**src/design/sdcb_pkg.sv**
```systemverilog
// Shared types and constants of the disk command builder.
// Used by sdcb_ctrl, sdcb_datapath and sata_dma_command_builder_core.
package sdcb_pkg;

  localparam int MAX_PRD_ENTRIES = 8;
  localparam int ENTRY_LOG2      = 13;
  localparam int ENTRY_BYTES     = 1 << ENTRY_LOG2;
  localparam int IDX_W           = $clog2(MAX_PRD_ENTRIES);
  localparam int BYTE_W          = 13;
  localparam int SECT_LG_MIN     = 9;
  localparam int SECT_LG_MAX     = 13;
  localparam int NUM_SLOTS       = 32;
  localparam int IDENT_BYTES_M1  = 512 - 1;

  localparam int CFG_IDX_W  = 2;
  localparam int CFG_DATA_W = 6;

  localparam logic [CFG_IDX_W-1:0] CFG_SECTOR_SIZE_LOG2 = 2'd0;
  localparam logic [CFG_IDX_W-1:0] CFG_SLOT_COUNT       = 2'd1;
  localparam logic [CFG_IDX_W-1:0] CFG_ADDR64           = 2'd2;

  localparam logic [1:0] OP_IDENTIFY = 2'd0;
  localparam logic [1:0] OP_READ     = 2'd1;
  localparam logic [1:0] OP_WRITE    = 2'd2;
  localparam logic [1:0] OP_RESERVED = 2'd3;

  localparam logic [1:0] ST_ISSUED   = 2'd0;
  localparam logic [1:0] ST_NO_SLOT  = 2'd1;
  localparam logic [1:0] ST_TOO_MANY = 2'd2;

  localparam logic [7:0] ATA_IDENTIFY  = 8'hEC;
  localparam logic [7:0] ATA_READ_EXT  = 8'h25;
  localparam logic [7:0] ATA_WRITE_EXT = 8'h35;

  typedef struct packed {
    logic load;
    logic setup;
    logic emit;
  } sdcb_cmd_t;

  typedef struct packed {
    logic drop;
    logic last;
  } sdcb_stat_t;

endpackage

```
**src/design/sdcb_datapath.sv**
```systemverilog
// Datapath of the disk command builder: configuration registers, request
// registers, slot search, entry sizing and the result register. Uses sdcb_pkg.
module sdcb_datapath (
  input  logic                                clk,
  input  logic                                rst_n,
  input  logic                                cfg_we,
  input  logic [sdcb_pkg::CFG_IDX_W-1:0]      cfg_index,
  input  logic [sdcb_pkg::CFG_DATA_W-1:0]     cfg_wdata,
  input  logic [1:0]                          in_operation,
  input  logic [47:0]                         in_start_block,
  input  logic [15:0]                         in_sector_total,
  input  logic [63:0]                         in_buffer_address,
  input  logic [31:0]                         in_busy_slots,
  input  sdcb_pkg::sdcb_cmd_t                 cmd,
  output sdcb_pkg::sdcb_stat_t                stat,
  output logic [1:0]                          out_status,
  output logic [4:0]                          out_slot,
  output logic [2:0]                          out_entry_index,
  output logic [63:0]                         out_entry_address,
  output logic [12:0]                         out_entry_byte_count,
  output logic [15:0]                         out_entry_total,
  output logic [7:0]                          out_ata_command,
  output logic                                out_write_dir,
  output logic [47:0]                         out_block_out,
  output logic [15:0]                         out_count_out,
  output logic                                out_last
);
  import sdcb_pkg::*;

  typedef enum logic [1:0] {
    K_NO_SLOT,
    K_IDENT,
    K_TOO_MANY,
    K_DATA
  } kind_t;

  logic [3:0]  sect_lg_r;
  logic [5:0]  slot_cnt_r;
  logic        addr64_r;

  logic [1:0]  op_r;
  logic [47:0] blk_r;
  logic [15:0] cnt_r;
  logic [63:0] buf_r;
  logic [31:0] busy_r;

  kind_t             kind_r;
  logic [4:0]        slot_r;
  logic [15:0]       entries_r;
  logic [BYTE_W-1:0] lastb_r;
  logic [IDX_W-1:0]  idx_r;
  logic [63:0]       addr_r;

  logic [31:0]       slot_mask;
  logic [31:0]       free_c;
  logic [4:0]        slot_c;
  logic              found_c;
  logic [3:0]        lg_c;
  logic [3:0]        sh_c;
  logic [15:0]       cnt_m1;
  logic [15:0]       spe_mask;
  logic [15:0]       entries_c;
  logic [15:0]       rem_c;
  logic [31:0]       rem_bytes;
  kind_t             kind_c;
  logic              data_last;

  logic [1:0]        st_c;
  logic [4:0]        slot_o;
  logic [2:0]        idx_o;
  logic [63:0]       addr_o;
  logic [12:0]       bytes_o;
  logic [15:0]       total_o;
  logic [7:0]        ata_o;
  logic              wr_o;
  logic [47:0]       blk_o;
  logic [15:0]       cnt_o;
  logic              last_o;

  always_ff @(posedge clk) begin
    if (!rst_n) begin
      sect_lg_r  <= 4'(SECT_LG_MIN);
      slot_cnt_r <= 6'(NUM_SLOTS);
      addr64_r   <= 1'b1;
    end else if (cfg_we) begin
      case (cfg_index)
        CFG_SECTOR_SIZE_LOG2: sect_lg_r  <= cfg_wdata[3:0];
        CFG_SLOT_COUNT:       slot_cnt_r <= cfg_wdata;
        CFG_ADDR64:           addr64_r   <= cfg_wdata[0];
        default: ;
      endcase
    end
  end

  always_comb begin
    for (int i = 0; i < NUM_SLOTS; i++) begin
      slot_mask[i] = (6'(i) < slot_cnt_r);
    end
    free_c  = ~busy_r & slot_mask;
    slot_c  = '0;
    found_c = 1'b0;
    for (int i = NUM_SLOTS - 1; i >= 0; i--) begin
      if (free_c[i]) begin
        slot_c  = 5'(i);
        found_c = 1'b1;
      end
    end

    if (sect_lg_r < 4'(SECT_LG_MIN)) lg_c = 4'(SECT_LG_MIN);
    else if (sect_lg_r > 4'(SECT_LG_MAX)) lg_c = 4'(SECT_LG_MAX);
    else lg_c = sect_lg_r;
    sh_c      = (lg_c >= 4'(ENTRY_LOG2)) ? 4'd0 : 4'(ENTRY_LOG2) - lg_c;
    cnt_m1    = cnt_r - 16'd1;
    spe_mask  = (16'd1 << sh_c) - 16'd1;
    entries_c = (cnt_m1 >> sh_c) + 16'd1;
    rem_c     = (cnt_m1 & spe_mask) + 16'd1;
    rem_bytes = (32'(rem_c) << lg_c) - 32'd1;

    if (!found_c) kind_c = K_NO_SLOT;
    else if (op_r == OP_IDENTIFY) kind_c = K_IDENT;
    else if (cnt_r == 16'd0 || entries_c > 16'(MAX_PRD_ENTRIES)) kind_c = K_TOO_MANY;
    else kind_c = K_DATA;
  end

  always_ff @(posedge clk) begin
    if (cmd.load) begin
      op_r   <= in_operation;
      blk_r  <= in_start_block;
      cnt_r  <= in_sector_total;
      buf_r  <= in_buffer_address;
      busy_r <= in_busy_slots;
    end
  end

  always_ff @(posedge clk) begin
    if (cmd.setup) begin
      kind_r    <= kind_c;
      slot_r    <= slot_c;
      entries_r <= (cnt_r == 16'd0) ? 16'd0 : entries_c;
      lastb_r   <= rem_bytes[BYTE_W-1:0];
      idx_r     <= '0;
      addr_r    <= buf_r;
    end else if (cmd.emit) begin
      idx_r     <= idx_r + IDX_W'(1);
      addr_r    <= addr_r + 64'(ENTRY_BYTES);
    end
  end

  assign data_last = ((16'(idx_r) + 16'd1) == entries_r);
  assign stat.drop = (in_operation == OP_RESERVED);
  assign stat.last = (kind_r != K_DATA) || data_last;

  always_comb begin
    st_c    = ST_ISSUED;
    slot_o  = slot_r;
    idx_o   = '0;
    addr_o  = '0;
    bytes_o = '0;
    total_o = '0;
    ata_o   = '0;
    wr_o    = 1'b0;
    blk_o   = '0;
    cnt_o   = '0;
    last_o  = 1'b1;
    case (kind_r)
      K_NO_SLOT: begin
        st_c   = ST_NO_SLOT;
        slot_o = '0;
      end
      K_IDENT: begin
        addr_o  = addr64_r ? buf_r : {32'd0, buf_r[31:0]};
        bytes_o = 13'(IDENT_BYTES_M1);
        total_o = 16'd1;
        ata_o   = ATA_IDENTIFY;
      end
      K_TOO_MANY: begin
        st_c    = ST_TOO_MANY;
        total_o = entries_r;
      end
      K_DATA: begin
        idx_o   = 3'(idx_r);
        addr_o  = addr64_r ? addr_r : {32'd0, addr_r[31:0]};
        bytes_o = data_last ? lastb_r : 13'(ENTRY_BYTES - 1);
        total_o = entries_r;
        wr_o    = (op_r == OP_WRITE);
        ata_o   = (op_r == OP_WRITE) ? ATA_WRITE_EXT : ATA_READ_EXT;
        blk_o   = blk_r;
        cnt_o   = cnt_r;
        last_o  = data_last;
      end
      default: ;
    endcase
  end

  always_ff @(posedge clk) begin
    if (cmd.emit) begin
      out_status           <= st_c;
      out_slot             <= slot_o;
      out_entry_index      <= idx_o;
      out_entry_address    <= addr_o;
      out_entry_byte_count <= bytes_o;
      out_entry_total      <= total_o;
      out_ata_command      <= ata_o;
      out_write_dir        <= wr_o;
      out_block_out        <= blk_o;
      out_count_out        <= cnt_o;
      out_last             <= last_o;
    end
  end

endmodule

```
**src/design/sdcb_ctrl.sv**
```systemverilog
// Controller of the disk command builder: request handshake, sequencing of
// setup and per-entry results, result valid. Uses sdcb_pkg.
module sdcb_ctrl (
  input  logic                 clk,
  input  logic                 rst_n,
  input  logic                 in_valid,
  output logic                 in_stall,
  output logic                 out_valid,
  input  logic                 out_stall,
  input  sdcb_pkg::sdcb_stat_t stat,
  output sdcb_pkg::sdcb_cmd_t  cmd
);
  import sdcb_pkg::*;

  typedef enum logic [1:0] {
    S_IDLE,
    S_SETUP,
    S_EMIT
  } state_t;

  state_t state_r, state_nxt;
  logic   out_valid_r, out_valid_nxt;

  always_comb begin
    state_nxt     = state_r;
    out_valid_nxt = out_valid_r && out_stall;
    cmd           = '0;
    case (state_r)
      S_IDLE: begin
        if (in_valid && !stat.drop) begin
          cmd.load  = 1'b1;
          state_nxt = S_SETUP;
        end
      end
      S_SETUP: begin
        cmd.setup = 1'b1;
        state_nxt = S_EMIT;
      end
      S_EMIT: begin
        if (!out_valid_r || !out_stall) begin
          cmd.emit      = 1'b1;
          out_valid_nxt = 1'b1;
          if (stat.last) state_nxt = S_IDLE;
        end
      end
      default: state_nxt = S_IDLE;
    endcase
  end

  always_ff @(posedge clk) begin
    if (!rst_n) begin
      state_r     <= S_IDLE;
      out_valid_r <= 1'b0;
    end else begin
      state_r     <= state_nxt;
      out_valid_r <= out_valid_nxt;
    end
  end

  assign in_stall  = (state_r != S_IDLE);
  assign out_valid = out_valid_r;

`ifndef SYNTHESIS
  a_setup_then_emit: assert property (@(posedge clk) disable iff (!rst_n)
    state_r == S_SETUP |=> state_r == S_EMIT)
    else $error("setup not followed by emit");

  a_accept_to_setup: assert property (@(posedge clk) disable iff (!rst_n)
    (in_valid && !in_stall && !stat.drop) |=> state_r == S_SETUP)
    else $error("accepted request not set up");

  a_emit_continues: assert property (@(posedge clk) disable iff (!rst_n)
    (cmd.emit && !stat.last) |=> state_r == S_EMIT)
    else $error("request ended before its last entry");

  a_emit_sets_valid: assert property (@(posedge clk) disable iff (!rst_n)
    cmd.emit |=> out_valid)
    else $error("emitted entry not presented");

  a_no_overwrite: assert property (@(posedge clk) disable iff (!rst_n)
    (out_valid && out_stall) |-> !cmd.emit)
    else $error("pending result overwritten");
`endif

endmodule

```
**src/design/sata_dma_command_builder_core.sv**
```systemverilog
// Top level of the disk command builder: controller plus datapath.
// Depends on sdcb_pkg, sdcb_ctrl and sdcb_datapath.
//
// One request (identify, read DMA ext or write DMA ext) is taken at a time. The
// block picks the lowest free command slot below the configured slot count and
// gives one result per 8 KiB scatter entry, or a single identify or error
// result. The idle state takes a request, the setup state registers the slot
// search and entry sizing, and the emit state gives one result per cycle from
// the result register unless the output stalls. A stalled result holds the
// result register and pauses the sequence; after the last result is registered
// the next request is taken even while that result still waits. Operation
// code 3 is dropped without a result. Configuration writes must be made by the
// user only while no request is in flight; the block does not enforce this.
module sata_dma_command_builder_core (
  input  logic                            clk,
  input  logic                            rst_n,
  input  logic                            cfg_we,
  input  logic [sdcb_pkg::CFG_IDX_W-1:0]  cfg_index,
  input  logic [sdcb_pkg::CFG_DATA_W-1:0] cfg_wdata,
  input  logic                            in_valid,
  output logic                            in_stall,
  input  logic [1:0]                      in_operation,
  input  logic [47:0]                     in_start_block,
  input  logic [15:0]                     in_sector_total,
  input  logic [63:0]                     in_buffer_address,
  input  logic [31:0]                     in_busy_slots,
  output logic                            out_valid,
  input  logic                            out_stall,
  output logic [1:0]                      out_status,
  output logic [4:0]                      out_slot,
  output logic [2:0]                      out_entry_index,
  output logic [63:0]                     out_entry_address,
  output logic [12:0]                     out_entry_byte_count,
  output logic [15:0]                     out_entry_total,
  output logic [7:0]                      out_ata_command,
  output logic                            out_write_dir,
  output logic [47:0]                     out_block_out,
  output logic [15:0]                     out_count_out,
  output logic                            out_last
);
  import sdcb_pkg::*;

  sdcb_cmd_t  cmd;
  sdcb_stat_t stat;

  sdcb_ctrl u_ctrl (
    .clk       (clk),
    .rst_n     (rst_n),
    .in_valid  (in_valid),
    .in_stall  (in_stall),
    .out_valid (out_valid),
    .out_stall (out_stall),
    .stat      (stat),
    .cmd       (cmd)
  );

  sdcb_datapath u_dp (
    .clk                  (clk),
    .rst_n                (rst_n),
    .cfg_we               (cfg_we),
    .cfg_index            (cfg_index),
    .cfg_wdata            (cfg_wdata),
    .in_operation         (in_operation),
    .in_start_block       (in_start_block),
    .in_sector_total      (in_sector_total),
    .in_buffer_address    (in_buffer_address),
    .in_busy_slots        (in_busy_slots),
    .cmd                  (cmd),
    .stat                 (stat),
    .out_status           (out_status),
    .out_slot             (out_slot),
    .out_entry_index      (out_entry_index),
    .out_entry_address    (out_entry_address),
    .out_entry_byte_count (out_entry_byte_count),
    .out_entry_total      (out_entry_total),
    .out_ata_command      (out_ata_command),
    .out_write_dir        (out_write_dir),
    .out_block_out        (out_block_out),
    .out_count_out        (out_count_out),
    .out_last             (out_last)
  );

endmodule
```
**config.mk**
```make
export PLATFORM = sky130hd
export DESIGN_NAME = sata_dma_command_builder_core
export DESIGN_NICKNAME = d
export VERILOG_FILES = /design/src/design/sdcb_pkg.sv /design/src/design/sdcb_datapath.sv /design/src/design/sdcb_ctrl.sv /design/src/design/sata_dma_command_builder_core.sv
export SDC_FILE = /design/constraint.sdc
export NUM_CORES = 1
export LEC_CHECK = 0
export ABC_AREA = 1
export BUFFER_PORTS_ARGS = -buffer_cell sky130_fd_sc_hd__buf_2
export CAP_MARGIN = 20
export CORE_MARGIN = 4
export CORE_UTILIZATION = 35
export DETAILED_ROUTE_END_ITERATION = 6
export PLACE_DENSITY = 0.57
export SYNTH_ARGS = -nofsm -noshare
export SYNTH_HDL_FRONTEND = slang
export SYNTH_SLANG_ARGS = --single-unit
```
**constraint.sdc**
```tcl
create_clock -name clk -period 16.9 [get_ports clk]
set_input_delay 0 -clock clk [delete_from_list [all_inputs] [get_ports clk]]
set_output_delay 0 -clock clk [all_outputs]
set_load 0.05 [all_outputs]
```
==> results.toml <==
[logic_synthesis]
syn_area_cell_um2 = 11.2
post_synth_edffs = 435
asyncSetResetFlopFracSynth_pct = 0
ys.warnings.count = 0
post_synth_main_area_contributors = "sky130_fd_sc_hd__edfxtp_1 (67%), sky130_fd_sc_hd__nand2_1 (7.0%), sky130_fd_sc_hd__inv_1 (4.7%)"
ys_ff_latch = 452
dominantRegCellSynth = "sky130_fd_sc_hd__edfxtp_1"
yosys.cell_types.count = 57
yosys.area.top_type = "sky130_fd_sc_hd__edfxtp_1"
postSynthCellCount = 1750
synthDominantCellAreaShare_pct = 66.7
netlist_area_um2 = 19600
sequential_element_share_of_the_synthesized_area_pct = 68.5

[place]
dp_worst_setup_slack_ns = 13.08
dp_hpwl_um = 34400
routabilityCongestion = 0.861
cell_count_post_placement = 2810
portBuffers = 352

[timing]
min_period_over_period_pct = 22.7
tightest_slew_ns = 0.933
fin_skew_ns = 0.0260
post-route-worst-setup-slack_ns = 13.07
slew_viol_final = 0
rsz_0062_raised_after_global_routing = "no"
period_minus_slack_ns = 3.83
fmax_ghz = 0.261
timing.setup.tns_ns = 0
timing.max_slew.rel_slack_pct = 37.8
finalHoldViolations = 0
final_setup_violation_count = 0

[critical_path]
critPathKind = "register to register"
critical_path.startpoint = "u_dp.sect_lg_r[3]$_SDFFE_PN1P_"
endpoint_kind = "register"
regToRegStartpoint = "u_dp.sect_lg_r[3]$_SDFFE_PN1P_"
crit_required_ns = 17.20
crit_fanout = 20
cp.arrival_ns = 4.14
setup.worst_path.start_class = "register"

[flow_run]
maxCapViolCount = 0

[pwr]
p_leak_nw = 10.6
pwr_density_cell_nw_per_um2 = 105
irDropWorstVdd_mv = 0.0749

[die]
core_um2 = 55200
ioPinCount = 354
floorplan.initialDensity_pct = 35.5
floorplan.die.height_um = 245
rows = 86
die-width_um = 245
die_area_um2 = 59800

[cells_and_area]
multiInputGateArea_um2 = 5030
syn2layout_area_growth_pct = 31.6
drive_above_1_share_pct = 21.4
insertedDiodeCount = 0
layout_nets = 2486
filler_cell_count = 5002
layoutNonFillerInstCount = 3092
final-seq-area_um2 = 13400

[worst_hold_path]
critical_hold_path_startpoint = "in_buffer_address[19]"
hold_path_class = "input port to register"

[global_route]
largest_net_degree_at_the_start_of_global_routing = 120
grt_pass1_wl_um = 80900
grt_antenna_before_repair = 3
globalRouteOverflowTotal = 0
gr-usage-all-layers_pct = 17.1
number_of_global_route_vias_before_repair = 14570

[cts]
skew_pair_late_insertion_delay_ns = 0.59
h_tree_levels = 2
cts_repair_resize_count = 0
clk_pin_slew_worst_paths_ns = 0.06
cts.root.buffer_cell = "sky130_fd_sc_hd__clkbuf_16"
cts.path.max_buffers = 3
cts_made_buffers = 50
cts_tree = "done"
clkSinkCount = 452

[route]
remaining_drc_errors = 0
final_antenna_violating_net_count = 0
drt-vias-per-instance = 4.63
route.vias.total = 14316
wirelength_um = 52200
detailedRoute.firstPassIterationCount = 7
wl_per_cell_um = 16.9
drtIter0Drc = 944

[status]
run_status = "finished, final reports clean"
-- area by class of cell --
type	instances	share of cell area, %
Inverter	251	3.69
Multi-Input combinational cell	995	19.5
Tap cell	748	3.63
Clock buffer	63	5.13
Sequential cell	452	52.0
Clock inverter	29	1.31
Timing Repair Buffer	554	14.7
-- metal layers --
| metal | GRT usage, % | wire, um |
|---|---|---|
| met1 | 21.8 | 22300 |
| met2 | 29.7 | 25700 |
| met3 | 3.74 | 2860 |
| met4 | 4.38 | 1300 |
| met5 | 0 | 22 |
-- per-stage QoR --
stage	hold WS, ns	total power, mW	area [um^2]	util, %
2_1_floorplan	0.0989	1.52	19600	-
3_3_place_gp	0.177	1.59	22200	40.2
3_5_place_dp	0.178	1.60	22200	40.2
4_1_cts	0.0669	2.75	25700	46.6
5_1_grt	0.0779	2.83	25800	46.7
6_report	0.119	2.71	25800	46.7
-- path summary, 6_finish.rpt --
path                                             endpoint  slack (ns)  cells past startpoint
setup / recovery             u_dp.kind_r[0]$_SDFFCE_PN0P_       13.07                     19
hold / removal                   u_dp.buf_r[19]$_DFFE_PP_        0.12                      2
setup reg to reg             u_dp.kind_r[0]$_SDFFCE_PN0P_       13.07                     19
hold reg to reg   u_dp.out_entry_byte_count[10]$_DFFE_PP_        0.52                      2
-- state kept, by name, summed over array words and instances, names as in the netlist, 6 cells and up --
name	cells
u_dp.slot_cnt_r	6
u_dp.busy_r	32
u_dp.out_entry_total	16
u_dp.out_entry_byte_count	13
u_dp.out_count_out	16
u_dp.out_block_out	48
u_dp.out_entry_address	64
u_dp.buf_r	64
u_dp.addr_r	64
u_dp.lastb_r	13
u_dp.blk_r	48
u_dp.entries_r	16
u_dp.cnt_r	16
-- where the power goes --
| group | leakage (nW) | internal [mW] | total (mW) | switching, mW |
|---|---|---|---|---|
| registers | 4.23 | 1.30 | 1.33 | 0.0306 |
| clock network | 0.791 | 0.648 | 1.10 | 0.450 |
| logic | 5.60 | 0.0990 | 0.282 | 0.183 |
-- repair_timing --
item / 4_1_cts / 5_1_grt
buffers inserted: 0 / 0
hold buffers: 188 / 0
hold endpoints to repair: 176 / 0
-- synthesized netlist by cell type (3+ instances only) --
| library cell | instances |
|---|---|
| sky130_fd_sc_hd__ha_1 | 7 |
| sky130_fd_sc_hd__edfxtp_1 | 435 |
| sky130_fd_sc_hd__nand2_1 | 365 |
| sky130_fd_sc_hd__inv_2 | 7 |
| sky130_fd_sc_hd__buf_4 | 4 |
| sky130_fd_sc_hd__o21ai_1 | 11 |
| sky130_fd_sc_hd__inv_1 | 243 |
| sky130_fd_sc_hd__o31ai_1 | 21 |
| sky130_fd_sc_hd__dfxtp_1 | 17 |
| sky130_fd_sc_hd__a31oi_1 | 7 |
| sky130_fd_sc_hd__nor2_1 | 202 |
| sky130_fd_sc_hd__buf_1 | 5 |
| sky130_fd_sc_hd__o21ai_0 | 82 |
| sky130_fd_sc_hd__xnor2_1 | 12 |
| sky130_fd_sc_hd__nor3_2 | 6 |
| sky130_fd_sc_hd__nor3_1 | 23 |
| sky130_fd_sc_hd__clkbuf_1 | 43 |
| sky130_fd_sc_hd__nor4_1 | 12 |
| sky130_fd_sc_hd__a211oi_1 | 3 |
| sky130_fd_sc_hd__nand4_1 | 21 |
| sky130_fd_sc_hd__nand3_2 | 5 |
| sky130_fd_sc_hd__nor2_2 | 8 |
| sky130_fd_sc_hd__or2_2 | 5 |
| sky130_fd_sc_hd__a21oi_1 | 45 |
| sky130_fd_sc_hd__o221ai_1 | 3 |
| sky130_fd_sc_hd__nor4_2 | 4 |
| sky130_fd_sc_hd__nand3b_1 | 4 |
| sky130_fd_sc_hd__nor2_4 | 6 |
| sky130_fd_sc_hd__o22ai_1 | 12 |
| sky130_fd_sc_hd__buf_2 | 4 |
| sky130_fd_sc_hd__o21bai_1 | 5 |
| sky130_fd_sc_hd__nand3_1 | 40 |
| sky130_fd_sc_hd__xor2_1 | 54 |
-- critical path, cell delays in order (launching register included) --
cell,delay [ns]
sky130_fd_sc_hd__dfxtp_1,0.37
sky130_fd_sc_hd__nand2_1,0.11
sky130_fd_sc_hd__nor2_4,0.32
sky130_fd_sc_hd__inv_2,0.22
sky130_fd_sc_hd__o21ai_4,0.43
sky130_fd_sc_hd__inv_2,0.22
sky130_fd_sc_hd__o21ai_2,0.21
sky130_fd_sc_hd__nor2_1,0.08
sky130_fd_sc_hd__a221oi_4,0.27
sky130_fd_sc_hd__ha_1,0.24
sky130_fd_sc_hd__nand2_1,0.10
sky130_fd_sc_hd__nor2_1,0.11
sky130_fd_sc_hd__nand2_1,0.10
sky130_fd_sc_hd__nor2_4,0.13
sky130_fd_sc_hd__nand3_2,0.11
sky130_fd_sc_hd__nor3_2,0.15
sky130_fd_sc_hd__xnor2_1,0.16
sky130_fd_sc_hd__nor2_1,0.06
sky130_fd_sc_hd__nand4_1,0.09
sky130_fd_sc_hd__a21oi_1,0.07
-- cells by family (layout without fill, tap and decap cells) --
logic type                 Yosys count  count (layout)  synth area share, %
AOI/OAI and AO/OA                  203             203                 6.16
xor gates and xnor gates            67              67                 3.04
adders and majority gates            7               7                0.447
buffers and inverters              308             897                 6.06
DFF                                452             452                 68.5
other                                2               7               0.0384
and+or+nand+nor                    711             711                 15.8
-- cell usage in the layout (no fill, tap or decap), drive strengths merged, types with 55 or more instances in the layout --
cell	count
buf	366
clkbuf	63
dlygate4sd3	188
edfxtp	435
inv	251
nand2	368
nor2	216
o21ai	96
xor2	55
No activity file was read; power rests on OpenSTA's default activity.
